<file path="src/design/cat_response_line_parser_core_defines.svh">
// Assertion helpers used by the line parser RTL.
`ifndef CAT_RESPONSE_LINE_PARSER_CORE_DEFINES_SVH
`define CAT_RESPONSE_LINE_PARSER_CORE_DEFINES_SVH

// Same-cycle implication, checked outside reset.
`define CRLP_ASSERT_IMP(label, clk, rst_n, ante, cons, msg) \
    label: assert property (@(posedge clk) disable iff (!rst_n) (ante) |-> (cons)) \
        else $error(msg);

// Next-cycle implication, checked outside reset.
`define CRLP_ASSERT_NXT(label, clk, rst_n, ante, cons, msg) \
    label: assert property (@(posedge clk) disable iff (!rst_n) (ante) |=> (cons)) \
        else $error(msg);

`endif

</file>
<file path="src/design/crlp_pkg.sv">
package crlp_pkg;

    // Field widths
    localparam int unsigned BYTE_W     = 8;
    localparam int unsigned FREQ_W     = 32;
    localparam int unsigned MODE_W     = 4;
    localparam int unsigned TIMEOUT_W  = 16;
    localparam int unsigned IDLE_W     = 17;
    localparam int unsigned POS_W      = 8;
    localparam int unsigned OUT_DATA_W = 40;
    localparam int unsigned APB_ADDR_W = 3;
    localparam int unsigned APB_DATA_W = 32;

    // Reset values and limits
    localparam logic [TIMEOUT_W-1:0] TIMEOUT_RESET = 16'd5000;
    localparam logic [FREQ_W-1:0]    FREQ_RESET    = 32'd14200000;
    localparam logic [MODE_W-1:0]    MODE_RESET    = 4'd2;
    localparam logic [IDLE_W-1:0]    IDLE_MAX      = 17'h1FFFF;
    localparam logic [POS_W-1:0]     POS_MAX       = 8'hFF;

    // Line length thresholds
    localparam logic [POS_W-1:0] FA_MIN_LEN = 8'd13;
    localparam logic [POS_W-1:0] MD_MIN_LEN = 8'd3;
    localparam logic [POS_W-1:0] IF_MIN_LEN = 8'd31;

    // Positions of interest in a line
    localparam logic [POS_W-1:0] POS_FIRST     = 8'd0;
    localparam logic [POS_W-1:0] POS_SECOND    = 8'd1;
    localparam logic [POS_W-1:0] POS_FREQ_LO   = 8'd2;
    localparam logic [POS_W-1:0] POS_FREQ_HI   = 8'd12;
    localparam logic [POS_W-1:0] POS_MODE_MD   = 8'd2;
    localparam logic [POS_W-1:0] POS_MODE_IF   = 8'd30;

    // Characters
    localparam logic [BYTE_W-1:0] CH_SEMI  = 8'h3B;
    localparam logic [BYTE_W-1:0] CH_CR    = 8'h0D;
    localparam logic [BYTE_W-1:0] CH_LF    = 8'h0A;
    localparam logic [BYTE_W-1:0] CH_SPACE = 8'h20;
    localparam logic [BYTE_W-1:0] CH_TAB   = 8'h09;
    localparam logic [BYTE_W-1:0] CH_VT    = 8'h0B;
    localparam logic [BYTE_W-1:0] CH_FF    = 8'h0C;
    localparam logic [BYTE_W-1:0] CH_ZERO  = 8'h30;
    localparam logic [BYTE_W-1:0] CH_NINE  = 8'h39;
    localparam logic [BYTE_W-1:0] CH_F     = 8'h46;
    localparam logic [BYTE_W-1:0] CH_A     = 8'h41;
    localparam logic [BYTE_W-1:0] CH_M     = 8'h4D;
    localparam logic [BYTE_W-1:0] CH_D     = 8'h44;
    localparam logic [BYTE_W-1:0] CH_I     = 8'h49;

    // Input kinds carried in tuser
    localparam logic REQ_BYTE = 1'b0;
    localparam logic REQ_TICK = 1'b1;

    // Register indexes (paddr[2])
    localparam logic REG_TIMEOUT = 1'b0;

    // Default depth of the front-to-back queue
    localparam int unsigned QUEUE_DEPTH = 2;

    // Operation handed from front to back
    typedef enum logic [1:0] {
        OP_CHAR,
        OP_END,
        OP_TICK
    } t_op;

    typedef struct packed {
        t_op              op;
        logic [BYTE_W-1:0] ch;
        logic             blank;
        logic             digit;
    } t_q_item;

    // Queue handshake between modules
    typedef struct packed {
        logic valid;
        logic ready;
    } t_q_ctl;

endpackage

</file>
<file path="src/design/crlp_front.sv">
module crlp_front (
    input  logic                         s_axis_tvalid,
    output logic                         s_axis_tready,
    input  logic [crlp_pkg::BYTE_W-1:0]  s_axis_tdata,   // [7:0] rx_byte
    input  logic [0:0]                   s_axis_tuser,   // [0] req_type
    output crlp_pkg::t_q_item            o_item,
    output logic                         o_push,
    input  logic                         i_q_ready
);
    import crlp_pkg::*;

    logic w_accept;
    logic w_is_tick;
    logic w_is_eol;
    logic w_is_semi;

    // Accept whenever the queue has a free slot
    assign s_axis_tready = i_q_ready;
    assign w_accept      = s_axis_tvalid && i_q_ready;

    // Classify the transfer
    assign w_is_tick = (s_axis_tuser[0] == REQ_TICK);
    assign w_is_semi = (s_axis_tdata == CH_SEMI);
    assign w_is_eol  = (s_axis_tdata == CH_CR) || (s_axis_tdata == CH_LF);

    always_comb begin
        o_item.ch    = s_axis_tdata;
        o_item.blank = (s_axis_tdata == CH_SPACE) || (s_axis_tdata == CH_TAB) ||
                       (s_axis_tdata == CH_VT) || (s_axis_tdata == CH_FF);
        o_item.digit = (s_axis_tdata >= CH_ZERO) && (s_axis_tdata <= CH_NINE);
        if (w_is_tick) begin
            o_item.op = OP_TICK;
        end else if (w_is_semi) begin
            o_item.op = OP_END;
        end else begin
            o_item.op = OP_CHAR;
        end
    end

    // Drop CR and LF here so they never occupy the queue
    assign o_push = w_accept && (w_is_tick || !w_is_eol);

endmodule

</file>
<file path="src/design/crlp_queue.sv">
module crlp_queue #(
    parameter int unsigned DEPTH = crlp_pkg::QUEUE_DEPTH
) (
    input  logic                i_clk,
    input  logic                i_rst_n,
    input  logic                i_push,
    input  crlp_pkg::t_q_item   i_item,
    output logic                o_not_full,
    output crlp_pkg::t_q_ctl    o_ctl_valid,
    input  logic                i_pop_ready,
    output crlp_pkg::t_q_item   o_item
);
    import crlp_pkg::*;

    localparam int unsigned PTR_W = (DEPTH > 1) ? $clog2(DEPTH) : 1;
    localparam int unsigned CNT_W = $clog2(DEPTH + 1);

    t_q_item            r_mem [DEPTH];
    logic [PTR_W-1:0]   r_wr_ptr;
    logic [PTR_W-1:0]   r_rd_ptr;
    logic [CNT_W-1:0]   r_count;
    logic [PTR_W-1:0]   n_wr_ptr;
    logic [PTR_W-1:0]   n_rd_ptr;
    logic [CNT_W-1:0]   n_count;
    logic               w_pop;
    logic               w_push;

    assign o_not_full        = (r_count != CNT_W'(DEPTH));
    assign o_ctl_valid.valid = (r_count != '0);
    assign o_ctl_valid.ready = o_not_full;
    assign w_push            = i_push && o_not_full;
    assign w_pop             = o_ctl_valid.valid && i_pop_ready;
    assign o_item            = r_mem[r_rd_ptr];

    // Advance pointers with wrap at the configured depth
    always_comb begin
        n_wr_ptr = r_wr_ptr;
        n_rd_ptr = r_rd_ptr;
        n_count  = r_count;
        if (w_push) begin
            n_wr_ptr = (r_wr_ptr == PTR_W'(DEPTH - 1)) ? '0 : r_wr_ptr + 1'b1;
        end
        if (w_pop) begin
            n_rd_ptr = (r_rd_ptr == PTR_W'(DEPTH - 1)) ? '0 : r_rd_ptr + 1'b1;
        end
        if (w_push && !w_pop) begin
            n_count = r_count + 1'b1;
        end else if (w_pop && !w_push) begin
            n_count = r_count - 1'b1;
        end
    end

    always_ff @(posedge i_clk) begin
        if (!i_rst_n) begin
            r_wr_ptr <= '0;
            r_rd_ptr <= '0;
            r_count  <= '0;
        end else begin
            r_wr_ptr <= n_wr_ptr;
            r_rd_ptr <= n_rd_ptr;
            r_count  <= n_count;
        end
    end

    // Store the entry
    always_ff @(posedge i_clk) begin
        if (w_push) begin
            r_mem[r_wr_ptr] <= i_item;
        end
    end

endmodule

</file>
<file path="src/design/crlp_back.sv">
`include "cat_response_line_parser_core_defines.svh"

module crlp_back (
    input  logic                             i_clk,
    input  logic                             i_rst_n,
    input  logic [crlp_pkg::TIMEOUT_W-1:0]   i_timeout,
    input  crlp_pkg::t_q_ctl                 i_q_ctl,
    input  crlp_pkg::t_q_item                i_item,
    output logic                             o_pop_ready,
    output logic                             m_axis_tvalid,
    input  logic                             m_axis_tready,
    // [31:0] frequency_hz, [35:32] radio_mode, [36] freq_changed,
    // [37] mode_changed, [38] link_up, [39] zero
    output logic [crlp_pkg::OUT_DATA_W-1:0]  m_axis_tdata
);
    import crlp_pkg::*;

    // Line state
    logic [POS_W-1:0]   r_pos,   n_pos;
    logic [POS_W-1:0]   r_trim,  n_trim;
    logic [BYTE_W-1:0]  r_c0,    n_c0;
    logic [BYTE_W-1:0]  r_c1,    n_c1;
    logic [FREQ_W-1:0]  r_acc,   n_acc;
    logic               r_stop,  n_stop;
    logic [MODE_W-1:0]  r_md2,   n_md2;
    logic [MODE_W-1:0]  r_md30,  n_md30;
    // Radio state
    logic [FREQ_W-1:0]  r_freq,  n_freq;
    logic [MODE_W-1:0]  r_mode,  n_mode;
    logic               r_conn,  n_conn;
    logic [IDLE_W-1:0]  r_idle,  n_idle;
    // Output register
    logic               r_out_valid, n_out_valid;
    logic [FREQ_W-1:0]  r_out_freq,  n_out_freq;
    logic [MODE_W-1:0]  r_out_mode,  n_out_mode;
    logic               r_out_fch,   n_out_fch;
    logic               r_out_mch,   n_out_mch;
    logic               r_out_link,  n_out_link;

    logic               w_pop;
    logic               w_emit;
    logic               w_fch;
    logic               w_mch;
    logic               w_want_freq;
    logic               w_want_mode;
    logic [MODE_W-1:0]  w_mode_sel;
    logic [MODE_W-1:0]  w_digit_val;
    logic [FREQ_W-1:0]  w_acc_next;
    logic [POS_W-1:0]   w_pos_inc;

    // Take the next item when the output slot is free or being drained
    assign o_pop_ready = !r_out_valid || m_axis_tready;
    assign w_pop       = i_q_ctl.valid && o_pop_ready;

    // Multiply by ten and add the digit
    assign w_digit_val = i_item.digit ? i_item.ch[MODE_W-1:0] : '0;
    assign w_acc_next  = {r_acc[FREQ_W-4:0], 3'b000} + {r_acc[FREQ_W-2:0], 1'b0} +
                         {{(FREQ_W-MODE_W){1'b0}}, i_item.ch[MODE_W-1:0]};
    assign w_pos_inc   = (r_pos == POS_MAX) ? POS_MAX : r_pos + 1'b1;

    // Decode the finished line
    always_comb begin
        w_want_freq = 1'b0;
        w_want_mode = 1'b0;
        w_mode_sel  = '0;
        if (r_c0 == CH_F && r_c1 == CH_A && r_trim >= FA_MIN_LEN) begin
            w_want_freq = 1'b1;
        end else if (r_c0 == CH_M && r_c1 == CH_D && r_trim >= MD_MIN_LEN) begin
            w_want_mode = 1'b1;
            w_mode_sel  = r_md2;
        end else if (r_c0 == CH_I && r_c1 == CH_F && r_trim >= IF_MIN_LEN) begin
            w_want_freq = 1'b1;
            w_want_mode = 1'b1;
            w_mode_sel  = r_md30;
        end
    end

    // Carry out one item
    always_comb begin
        n_pos  = r_pos;
        n_trim = r_trim;
        n_c0   = r_c0;
        n_c1   = r_c1;
        n_acc  = r_acc;
        n_stop = r_stop;
        n_md2  = r_md2;
        n_md30 = r_md30;
        n_freq = r_freq;
        n_mode = r_mode;
        n_conn = r_conn;
        n_idle = r_idle;
        w_emit = 1'b0;
        w_fch  = 1'b0;
        w_mch  = 1'b0;
        if (w_pop) begin
            case (i_item.op)
                OP_TICK: begin
                    n_idle = (r_idle == IDLE_MAX) ? r_idle : r_idle + 1'b1;
                    if (r_conn && n_idle > {1'b0, i_timeout}) begin
                        n_conn = 1'b0;
                        w_emit = 1'b1;
                    end
                end
                OP_END: begin
                    if (r_trim != '0) begin
                        n_conn = 1'b1;
                        n_idle = '0;
                        w_emit = 1'b1;
                        if (w_want_freq && r_acc != '0 && r_acc != r_freq) begin
                            n_freq = r_acc;
                            w_fch  = 1'b1;
                        end
                        if (w_want_mode && w_mode_sel != r_mode) begin
                            n_mode = w_mode_sel;
                            w_mch  = 1'b1;
                        end
                    end
                    // Clear the line
                    n_pos  = '0;
                    n_trim = '0;
                    n_c0   = '0;
                    n_c1   = '0;
                    n_acc  = '0;
                    n_stop = 1'b0;
                    n_md2  = '0;
                    n_md30 = '0;
                end
                OP_CHAR: begin
                    // Skip leading blanks
                    if (!(r_pos == POS_FIRST && i_item.blank)) begin
                        if (r_pos == POS_FIRST) begin
                            n_c0 = i_item.ch;
                        end else if (r_pos == POS_SECOND) begin
                            n_c1 = i_item.ch;
                        end
                        if (r_pos >= POS_FREQ_LO && r_pos <= POS_FREQ_HI && !r_stop) begin
                            if (i_item.digit) begin
                                n_acc = w_acc_next;
                            end else begin
                                n_stop = 1'b1;
                            end
                        end
                        if (r_pos == POS_MODE_MD) begin
                            n_md2 = w_digit_val;
                        end
                        if (r_pos == POS_MODE_IF) begin
                            n_md30 = w_digit_val;
                        end
                        if (!i_item.blank) begin
                            n_trim = w_pos_inc;
                        end
                        n_pos = w_pos_inc;
                    end
                end
                default: begin
                end
            endcase
        end
    end

    // Load or drain the output register
    always_comb begin
        n_out_valid = r_out_valid;
        n_out_freq  = r_out_freq;
        n_out_mode  = r_out_mode;
        n_out_fch   = r_out_fch;
        n_out_mch   = r_out_mch;
        n_out_link  = r_out_link;
        if (w_emit) begin
            n_out_valid = 1'b1;
            n_out_freq  = n_freq;
            n_out_mode  = n_mode;
            n_out_fch   = w_fch;
            n_out_mch   = w_mch;
            n_out_link  = n_conn;
        end else if (m_axis_tready) begin
            n_out_valid = 1'b0;
        end
    end

    always_ff @(posedge i_clk) begin
        if (!i_rst_n) begin
            r_pos       <= '0;
            r_trim      <= '0;
            r_c0        <= '0;
            r_c1        <= '0;
            r_acc       <= '0;
            r_stop      <= 1'b0;
            r_md2       <= '0;
            r_md30      <= '0;
            r_freq      <= FREQ_RESET;
            r_mode      <= MODE_RESET;
            r_conn      <= 1'b0;
            r_idle      <= '0;
            r_out_valid <= 1'b0;
        end else begin
            r_pos       <= n_pos;
            r_trim      <= n_trim;
            r_c0        <= n_c0;
            r_c1        <= n_c1;
            r_acc       <= n_acc;
            r_stop      <= n_stop;
            r_md2       <= n_md2;
            r_md30      <= n_md30;
            r_freq      <= n_freq;
            r_mode      <= n_mode;
            r_conn      <= n_conn;
            r_idle      <= n_idle;
            r_out_valid <= n_out_valid;
        end
    end

    // Result payload
    always_ff @(posedge i_clk) begin
        r_out_freq <= n_out_freq;
        r_out_mode <= n_out_mode;
        r_out_fch  <= n_out_fch;
        r_out_mch  <= n_out_mch;
        r_out_link <= n_out_link;
    end

    assign m_axis_tvalid = r_out_valid;
    assign m_axis_tdata  = {1'b0, r_out_link, r_out_mch, r_out_fch, r_out_mode, r_out_freq};

    `CRLP_ASSERT_IMP(a_trim_within_pos, i_clk, i_rst_n, 1'b1, r_trim <= r_pos, "trimmed length past position")
    `CRLP_ASSERT_IMP(a_freq_nonzero, i_clk, i_rst_n, 1'b1, r_freq != '0, "held frequency is zero")
    `CRLP_ASSERT_IMP(a_drop_no_change, i_clk, i_rst_n, r_out_valid && !r_out_link, !r_out_fch && !r_out_mch, "link loss result reports a change")
    `CRLP_ASSERT_NXT(a_end_clears_line, i_clk, i_rst_n, w_pop && i_item.op == OP_END, r_pos == '0 && r_acc == '0, "line not cleared after terminator")

endmodule

</file>
<file path="src/design/cat_response_line_parser_core.sv">
// Response line parser for a radio CAT serial link. Each input transfer is a
// received byte (tuser 0) or a one millisecond tick (tuser 1). Bytes gather
// into lines ended by ';'; a non-empty line gives one result with the held
// frequency and mode, change flags and link status, and a tick that makes the
// idle count pass timeout_ticks while connected gives one link-loss result.
// All other transfers give no result. The block takes one transfer per cycle
// as long as results are taken; a byte passes from the classifier into a
// queue of QUEUE_DEPTH entries, then through the parser into the output
// register. timeout_ticks lies at APB byte address 0; the user must write it
// only while idle, as the block itself does not enforce this.
module cat_response_line_parser_core #(
    parameter int unsigned QUEUE_DEPTH = crlp_pkg::QUEUE_DEPTH
) (
    input  logic                               i_clk,
    input  logic                               i_rst_n,
    // Input stream
    input  logic                               s_axis_tvalid,
    output logic                               s_axis_tready,
    input  logic [crlp_pkg::BYTE_W-1:0]        s_axis_tdata,   // [7:0] rx_byte
    input  logic [0:0]                         s_axis_tuser,   // [0] req_type
    // Result stream
    output logic                               m_axis_tvalid,
    input  logic                               m_axis_tready,
    // [31:0] frequency_hz, [35:32] radio_mode, [36] freq_changed,
    // [37] mode_changed, [38] link_up, [39] zero
    output logic [crlp_pkg::OUT_DATA_W-1:0]    m_axis_tdata,
    // Configuration
    input  logic                               psel,
    input  logic                               penable,
    input  logic                               pwrite,
    input  logic [crlp_pkg::APB_ADDR_W-1:0]    paddr,
    input  logic [crlp_pkg::APB_DATA_W-1:0]    pwdata,
    output logic [crlp_pkg::APB_DATA_W-1:0]    prdata,
    output logic                               pready
);
    import crlp_pkg::*;

    logic [TIMEOUT_W-1:0]  r_timeout;
    logic                  w_cfg_wr;
    t_q_item               w_front_item;
    t_q_item               w_back_item;
    logic                  w_push;
    logic                  w_not_full;
    logic                  w_pop_ready;
    t_q_ctl                w_q_ctl;

    // Configuration register
    assign pready   = 1'b1;
    assign w_cfg_wr = psel && penable && pwrite && pready;

    always_ff @(posedge i_clk) begin
        if (!i_rst_n) begin
            r_timeout <= TIMEOUT_RESET;
        end else if (w_cfg_wr && paddr[2] == REG_TIMEOUT) begin
            r_timeout <= pwdata[TIMEOUT_W-1:0];
        end
    end

    assign prdata = (paddr[2] == REG_TIMEOUT) ?
                    {{(APB_DATA_W-TIMEOUT_W){1'b0}}, r_timeout} : '0;

    crlp_front u_front (
        .s_axis_tvalid (s_axis_tvalid),
        .s_axis_tready (s_axis_tready),
        .s_axis_tdata  (s_axis_tdata),
        .s_axis_tuser  (s_axis_tuser),
        .o_item        (w_front_item),
        .o_push        (w_push),
        .i_q_ready     (w_not_full)
    );

    crlp_queue #(
        .DEPTH (QUEUE_DEPTH)
    ) u_queue (
        .i_clk       (i_clk),
        .i_rst_n     (i_rst_n),
        .i_push      (w_push),
        .i_item      (w_front_item),
        .o_not_full  (w_not_full),
        .o_ctl_valid (w_q_ctl),
        .i_pop_ready (w_pop_ready),
        .o_item      (w_back_item)
    );

    crlp_back u_back (
        .i_clk         (i_clk),
        .i_rst_n       (i_rst_n),
        .i_timeout     (r_timeout),
        .i_q_ctl       (w_q_ctl),
        .i_item        (w_back_item),
        .o_pop_ready   (w_pop_ready),
        .m_axis_tvalid (m_axis_tvalid),
        .m_axis_tready (m_axis_tready),
        .m_axis_tdata  (m_axis_tdata)
    );

endmodule
</file>
<file path="config.mk">
export PLATFORM = sky130hd
export DESIGN_NAME = cat_response_line_parser_core
export DESIGN_NICKNAME = d
export VERILOG_FILES = /design/src/design/crlp_pkg.sv /design/src/design/crlp_front.sv /design/src/design/crlp_queue.sv /design/src/design/crlp_back.sv /design/src/design/cat_response_line_parser_core.sv
export VERILOG_INCLUDE_DIRS = /design/src /design/src/design
export SDC_FILE = /design/constraint.sdc
export NUM_CORES = 1
export LEC_CHECK = 0
export BUFFER_PORTS_ARGS = -buffer_cell sky130_fd_sc_hd__buf_2
export CAP_MARGIN = 20
export CORE_ASPECT_RATIO = 1.25
export CORE_MARGIN = 8
export CORE_UTILIZATION = 43
export CTS_CLUSTER_DIAMETER = 60
export DETAILED_ROUTE_END_ITERATION = 10
export GPL_TIMING_DRIVEN = 0
export PLACE_DENSITY = 0.75
export SLEW_MARGIN = 20
export SYNTH_ARGS = -nofsm -noshare
export SYNTH_HDL_FRONTEND = slang
export SYNTH_HIERARCHICAL = 1
export SYNTH_SLANG_ARGS = --single-unit
export TNS_END_PERCENT = 50
</file>
<file path="constraint.sdc">
create_clock -name i_clk -period 4.69 [get_ports i_clk]
set_input_delay 0.938 -clock i_clk [delete_from_list [all_inputs] [get_ports i_clk]]
set_output_delay 0.938 -clock i_clk [all_outputs]
set_load 0.01 [all_outputs]
</file>
==> flow_summary_export.csv, run 1 <==
group,metric,value,unit
grt,grt.total_usage,17.3,%
clock_network,htree_num_levels,1,
power_and_ir_drop,power-per-cell-area,352,nW/um^2
route,drc,0,
sta,final-hold-violation-count,0,
synthesis,postSynthAreaPerCell,9.10,sq um
sta,rsz0062_at_grt,"no",
route,drt_first_iter_violations,463,
sta,max_freq,229,MHz
layout,antenna_cells,0,
floorplan,placeableCoreArea,26800,sq um
sta,worst_slew_margin_rel,36.3,%
setup_path,worst-path-max-fanout,39,
setup_path,critPathMostFrequentCell,"a21o_1",
synthesis,netlist_area,11700,sq um
place,number_of_buffer_cells_added_on_primary_ports,89,
layout,final_layout_size_suffix_gt1_share,14.8,%
sta,fin_worst_hold_slack,0.455,ns
clock_network,cts_inserted_buffers,22,
route,dr_total_vias,9593,
sta,worst_clock_skew,0.0160,ns
setup_path,startpoint_type,"flop",
grt,grt_antenna_before_repair,0,
floorplan,die_x,164,um
setup_path,crit_type,"flop to flop",
route,totalWireLength,29.0,mm
sta,fin_tns_setup,0,ns
place,place.detailed.hpwl,22.3,mm
place,place.gp.congestion,0.950,
sta,slew_viol_final,0,
sta,timing_worst_slew_pin_value,0.931,ns
sta,setup_viol,0,
setup_path,path_cells,"ha_1 -> nand2_1 -> nor4_2 -> nand3_1 -> nor3b_2 -> nor3b_2 -> xor2_1 -> ha_1 -> a21o_1 -> a21o_1 -> a21oi_1 -> o21ai_0 -> nand2_1 -> a31oi_1 -> o311ai_0 -> a21o_1 -> inv_6",
floorplan,num_io_pins,126,
clock_network,path_clk_slew,0.06,ns
layout,num-nets-final,1554,
clock_network,ctsLongestPathBuffers,3,
setup_path,worst_path_largest_cell_delay,0.41,ns
floorplan,start_util,43.7,%
route,detail_route.vias_per_cell,5.39,
clock_network,clk_latency,0.53,ns
route,wl_per_cell,16.3,um
layout,final_core_utilization,50.3,%
synthesis,synthesis.instances,1290,
min_path,hp-class,"flop to flop",
setup_path,arrival_time_of_the_worst_setup_path,4.60,ns
floorplan,fp.dieH,201,um
clock_network,cts_tree,"built",
layout,fillCellCount,2493,
route,detailedRoute.firstPassIterationCount,5,
layout,syn_to_final_growth,15.0,%
grt,grt_pass1_vias,9508,
clock_network,number_of_sinks_handled_by_clock_tree_synthesis,212,
power_and_ir_drop,power.static_leakage,5.56,nW
clock_network,cts_post_setup_buffers_inserted,0,
sta,layout_min_cycle_time,4.36,ns
place,placedInstanceArea,12700,sq um
grt,grt_pass1_wl,47.5,mm
floorplan,std_cell_rows,67,
power_and_ir_drop,power.total,0.00475,W
clock_network,cts.root.buffer_cell,"clkbuf_16",
sta,finalCritPeriodShare,93.0,%
grt,grt-ovfl-total,0,
grt,grt_start_max_net_pins,40,
run_status,outcome,"completed",
run,cap_violations,0,
setup_path,worst_path_max_delay_cell,"nor4_2",
setup_path,critPathCaptureType,"flop",
layout,layout.cells.most_common_list,"nand2_1 (197), dfxtp_1 (149), nor2_1 (105), buf_2 (96), ha_1 (83)",
clock_network,postCtsResizedCells,2,
power_and_ir_drop,peakVddDrop,0.000311,V
setup_path,cp.required,4.93,ns
layout,layout_commonest_cell,"nand2_1",
clock_network,ctsHoldBuffers,0,
route,postRouteAntennaNets,0,
floorplan,die_area,32900,sq um
synthesis,yosysWarningCount,6,
layout,design_area,13500,sq um
final timing paths:
kind / startpoint / to / slack, ns / cells after the start
min reg2reg: u_back/r_c1[5] / u_back/r_c1[5] / 0.46 / 2
min: u_back/r_c1[5] / u_back/r_c1[5] / 0.46 / 2
max: u_back/r_idle[0] / u_back/r_out_mode[1] / 0.33 / 17
max reg2reg: u_back/r_idle[0] / u_back/r_out_mode[1] / 0.33 / 17
cell type report:
cell class / count / area [sq um] / area share, %
multi-input combinational: 974 / 6340 / 46.9
sequential: 212 / 4870 / 36.1
clock buffer: 23 / 554 / 4.11
timing repair buffer: 89 / 445 / 3.30
buffer: 77 / 438 / 3.24
tap: 345 / 432 / 3.20
clock inverter: 17 / 255 / 1.89
inverter: 42 / 163 / 1.21
worst max-delay path: cells and delay by family, from the launching register on:
kind,cells,cell delay (ns)
AO/OA/AOI/OAI,7,1.29
XOR/XNOR,1,0.22
adder cells (fa/ha/maj),2,0.52
buffers and inverters,1,0.16
flip-flops,1,0.40
AND/OR/NAND/NOR,6,1.44
flip-flops by register name (all words and copies together) (netlist names), 8 cells and up, named ones only:
signal	cells
u_back/r_c0	8
u_back/r_pos	8
u_queue/r_mem	24
r_timeout	16
u_back/r_out_freq	32
u_back/r_idle	17
u_back/r_c1	8
u_back/r_trim	8
u_back/r_acc	32
u_back/r_freq	32
layer usage:
| layer | vias up | GRT usage (%) | part of all wire (%) |
|---|---|---|---|
| li1 | 4732 | - | - |
| met1 | 4474 | 21.2 | 42 |
| met2 | 307 | 30.0 | 48 |
| met3 | 80 | 1.83 | 5.5 |
| met4 | 0 | 7.64 | 4.5 |
| met5 | - | 0 | 0 |
stage by stage:
stage | setup slack, ns | instances
5_1_grt | 0.0183 | 1779
3_3_place_gp | -0.601 | 1739
4_1_cts | 0.0458 | 1779
2_1_floorplan | 0.284 | 1305
3_5_place_dp | -0.253 | 1739
6_report | 0.330 | 1779
report_power, final:
part	total [W]	internal, W	switching (W)
logic	0.000796	0.000285	0.000511
clock network	0.00193	0.00115	0.000772
registers	0.00203	0.00198	0.0000501
Power figures use the tool's default switching activity.
==> inputs of run 2 (changes only) <==
PLACE_DENSITY = 0.72   (was 0.75)
clock period = 5.3 ns   (was 4.69 ns; I/O delays follow)
==> run 2 against run 1 <==
Sequential share of layout area hardly changed. Total power shrank 12%. Utilization down 0.065 points.
==> flow_summary_export.csv, run 2 (synthesis results as in run 1) <==
group,metric,value,unit
clock_network,clk_latency,0.51,ns
sta,setup_viol,0,
layout,antenna_cells,0,
route,dr_total_vias,9437,
grt,grt_pass1_wl,47.4,mm
setup_path,startpoint_type,"flop",
route,drc,0,
place,pre_cts_ws,0.219,ns
sta,layout_min_cycle_time,4.84,ns
place,place.gp.congestion,0.892,
route,detail_route.vias_per_cell,5.30,
grt,top_usage_layer,"met2",
route,totalWireLength,29.0,mm
layout,syn_to_final_growth,14.9,%
layout,final_layout_size_suffix_gt1_share,14.5,%
route,drt_first_iter_violations,511,
place,number_of_buffer_cells_added_on_primary_ports,89,
floorplan,num_io_pins,126,
layout,final_core_utilization,50.3,%
layout,biggestRegsByFlops,"u_back/r_acc x32, u_back/r_freq x32, u_back/r_out_freq x32",
grt,grt.total_usage,17.3,%
grt,grt_use_met2,29.9,%
power_and_ir_drop,power.static_leakage,5.57,nW
setup_path,rrSetupSlack,0.46,ns
min_path,hp-class,"flop to flop",
power_and_ir_drop,peakVddDrop,0.000212,V
clock_network,path_clk_slew,0.06,ns
grt,grt-ovfl-total,0,
setup_path,worst_r2r_startpoint,"u_back/r_idle[0]",
setup_path,startpoint,"u_back/r_idle[0]",
route,detailedRoute.firstPassIterationCount,5,
sta,finalCritPeriodShare,91.4,%
layout,layout_commonest_cell,"nand2_1",
floorplan,fp.dieH,201,um
layout,layout.cells.most_common_list,"nand2_1 (197), dfxtp_1 (149), nor2_1 (105), buf_2 (96), ha_1 (83)",
clock_network,ctsLongestPathBuffers,3,
sta,timing_worst_slew_pin_value,0.889,ns
run,cap_violations,0,
grt,grt_util_met3,1.85,%
grt,grt_antenna_before_repair,0,
grt,grt_start_max_net_pins,40,
sta,slew_viol_final,0,
grt,grt_pass1_vias,9348,
clock_network,htree_num_levels,1,
layout,num-nets-final,1555,
floorplan,placeableCoreArea,26800,sq um
sta,max_freq,206,MHz
setup_path,critPathCaptureType,"flop",
sta,fin_worst_hold_slack,0.454,ns
grt,grt.met1_usage,21.2,%
sta,worst_clock_skew,0.0105,ns
clock_network,cts.root.buffer_cell,"clkbuf_16",
floorplan,die_x,164,um
sta,fin_tns_setup,0,ns
sta,rsz0062_at_grt,"no",
sta,final-hold-violation-count,0,
setup_path,worst_setup_path_endpoint,"u_back/r_out_freq[11]",
floorplan,start_util,43.7,%
floorplan,die_area,32900,sq um
route,postRouteAntennaNets,0,
clock_network,cts_tree,"built",
floorplan,std_cell_rows,67,
setup_path,cp.required,5.44,ns
clock_network,cts_inserted_buffers,23,
power_and_ir_drop,power-per-cell-area,311,nW/um^2
sta,timing.final.ws_setup,0.457,ns
sta,worst_slew_margin_rel,39.2,%
run_status,outcome,"completed",
clock_network,number_of_sinks_handled_by_clock_tree_synthesis,212,
setup_path,worst-path-max-fanout,39,
setup_path,worst-r2r-cell-count,17,
route,wl_per_cell,16.3,um
setup_path,crit_type,"flop to flop",
setup_path,arrival_time_of_the_worst_setup_path,4.98,ns
place,place.detailed.hpwl,22.1,mm
setup_path,critical_path.reg2reg.endpoint,"u_back/r_out_freq[11]",
[run 2: cell count changes in the layout (fill, tap and decap cells not counted), moves of 2 or more]
| cell | change |
|---|---|
| clkbuf_8 | +6 |
| clkbuf_1 | +3 |
| bufinv_16 | -2 |
| clkinv_2 | -2 |
| clkinvlp_2 | -2 |
| inv_6 | -2 |
[run 2: how the worst min path moves through the flow]
stage	startpoint	endpoint	slack (ns)	cells past startpoint
5_1_grt	u_back/r_c1[6]	u_back/r_c1[6]	0.48	2
4_1_cts	u_back/r_c1[6]	u_back/r_c1[6]	0.46	2
3_5_place_dp	u_back/r_c1[6]	u_back/r_c1[6]	0.45	2
2_1_floorplan	u_back/r_c1[5]	u_back/r_c1[5]	0.43	2
3_3_place_gp	u_back/r_c1[4]	u_back/r_c1[4]	0.44	2
6_report	u_back/r_c1[6]	u_back/r_c1[6]	0.45	2
[run 2: layer usage]
metal  part of all wire (%)  wire length, um
met1                     43            12500
met2                     48            14000
met3                    4.5             1300
met4                    4.1             1190
met5                      0                0
[run 2: per-stage QoR]
stage	total power, W	area (sq um)	std cells
2_1_floorplan	0.00232	11800	1305
3_3_place_gp	0.00252	12700	1739
3_5_place_dp	0.00253	12700	1739
4_1_cts	0.00421	13500	1781
5_1_grt	0.00436	13500	1781
6_report	0.00419	13500	1781
[run 2: what timing repair did]
action | in CTS | in global routing
hold buffers | 0 | 0
resized for setup | 0 | 3
endpoints found under the setup margin | 0 | 39
buffers inserted | 0 | 0
hold endpoints to repair | 0 | 0
[run 2: critical path, cell delays in order, from the launching register on]
cell	delay, ns
dfxtp_1	0.41
ha_1	0.23
nand2_1	0.12
nor4_1	0.54
nand3_1	0.41
nor3b_2	0.32
nor3b_1	0.20
xor2_1	0.17
ha_1	0.33
a21o_1	0.11
a21o_1	0.12
a21oi_1	0.07
o21ai_0	0.28
nand2_1	0.09
a31oi_1	0.28
o311ai_0	0.17
a21o_1	0.25
inv_4	0.38
[run 2: cell type report]
| type | count | area (sq um) |
|---|---|---|
| Inverter | 42 | 160 |
| Sequential cell | 212 | 4870 |
| Clock buffer | 33 | 673 |
| Clock inverter | 9 | 133 |
| Multi-Input combinational cell | 974 | 6320 |
| Buffer | 77 | 438 |
| Timing Repair Buffer | 89 | 445 |
| Fill cell | 2513 | 13300 |
| Tap cell | 345 | 432 |
[run 2: power by group]
group | switching, W | internal, W | total [W]
combinational | 0.000456 | 0.000252 | 0.000708
clock | 0.000652 | 0.00103 | 0.00168
sequential | 0.0000455 | 0.00175 | 0.00180
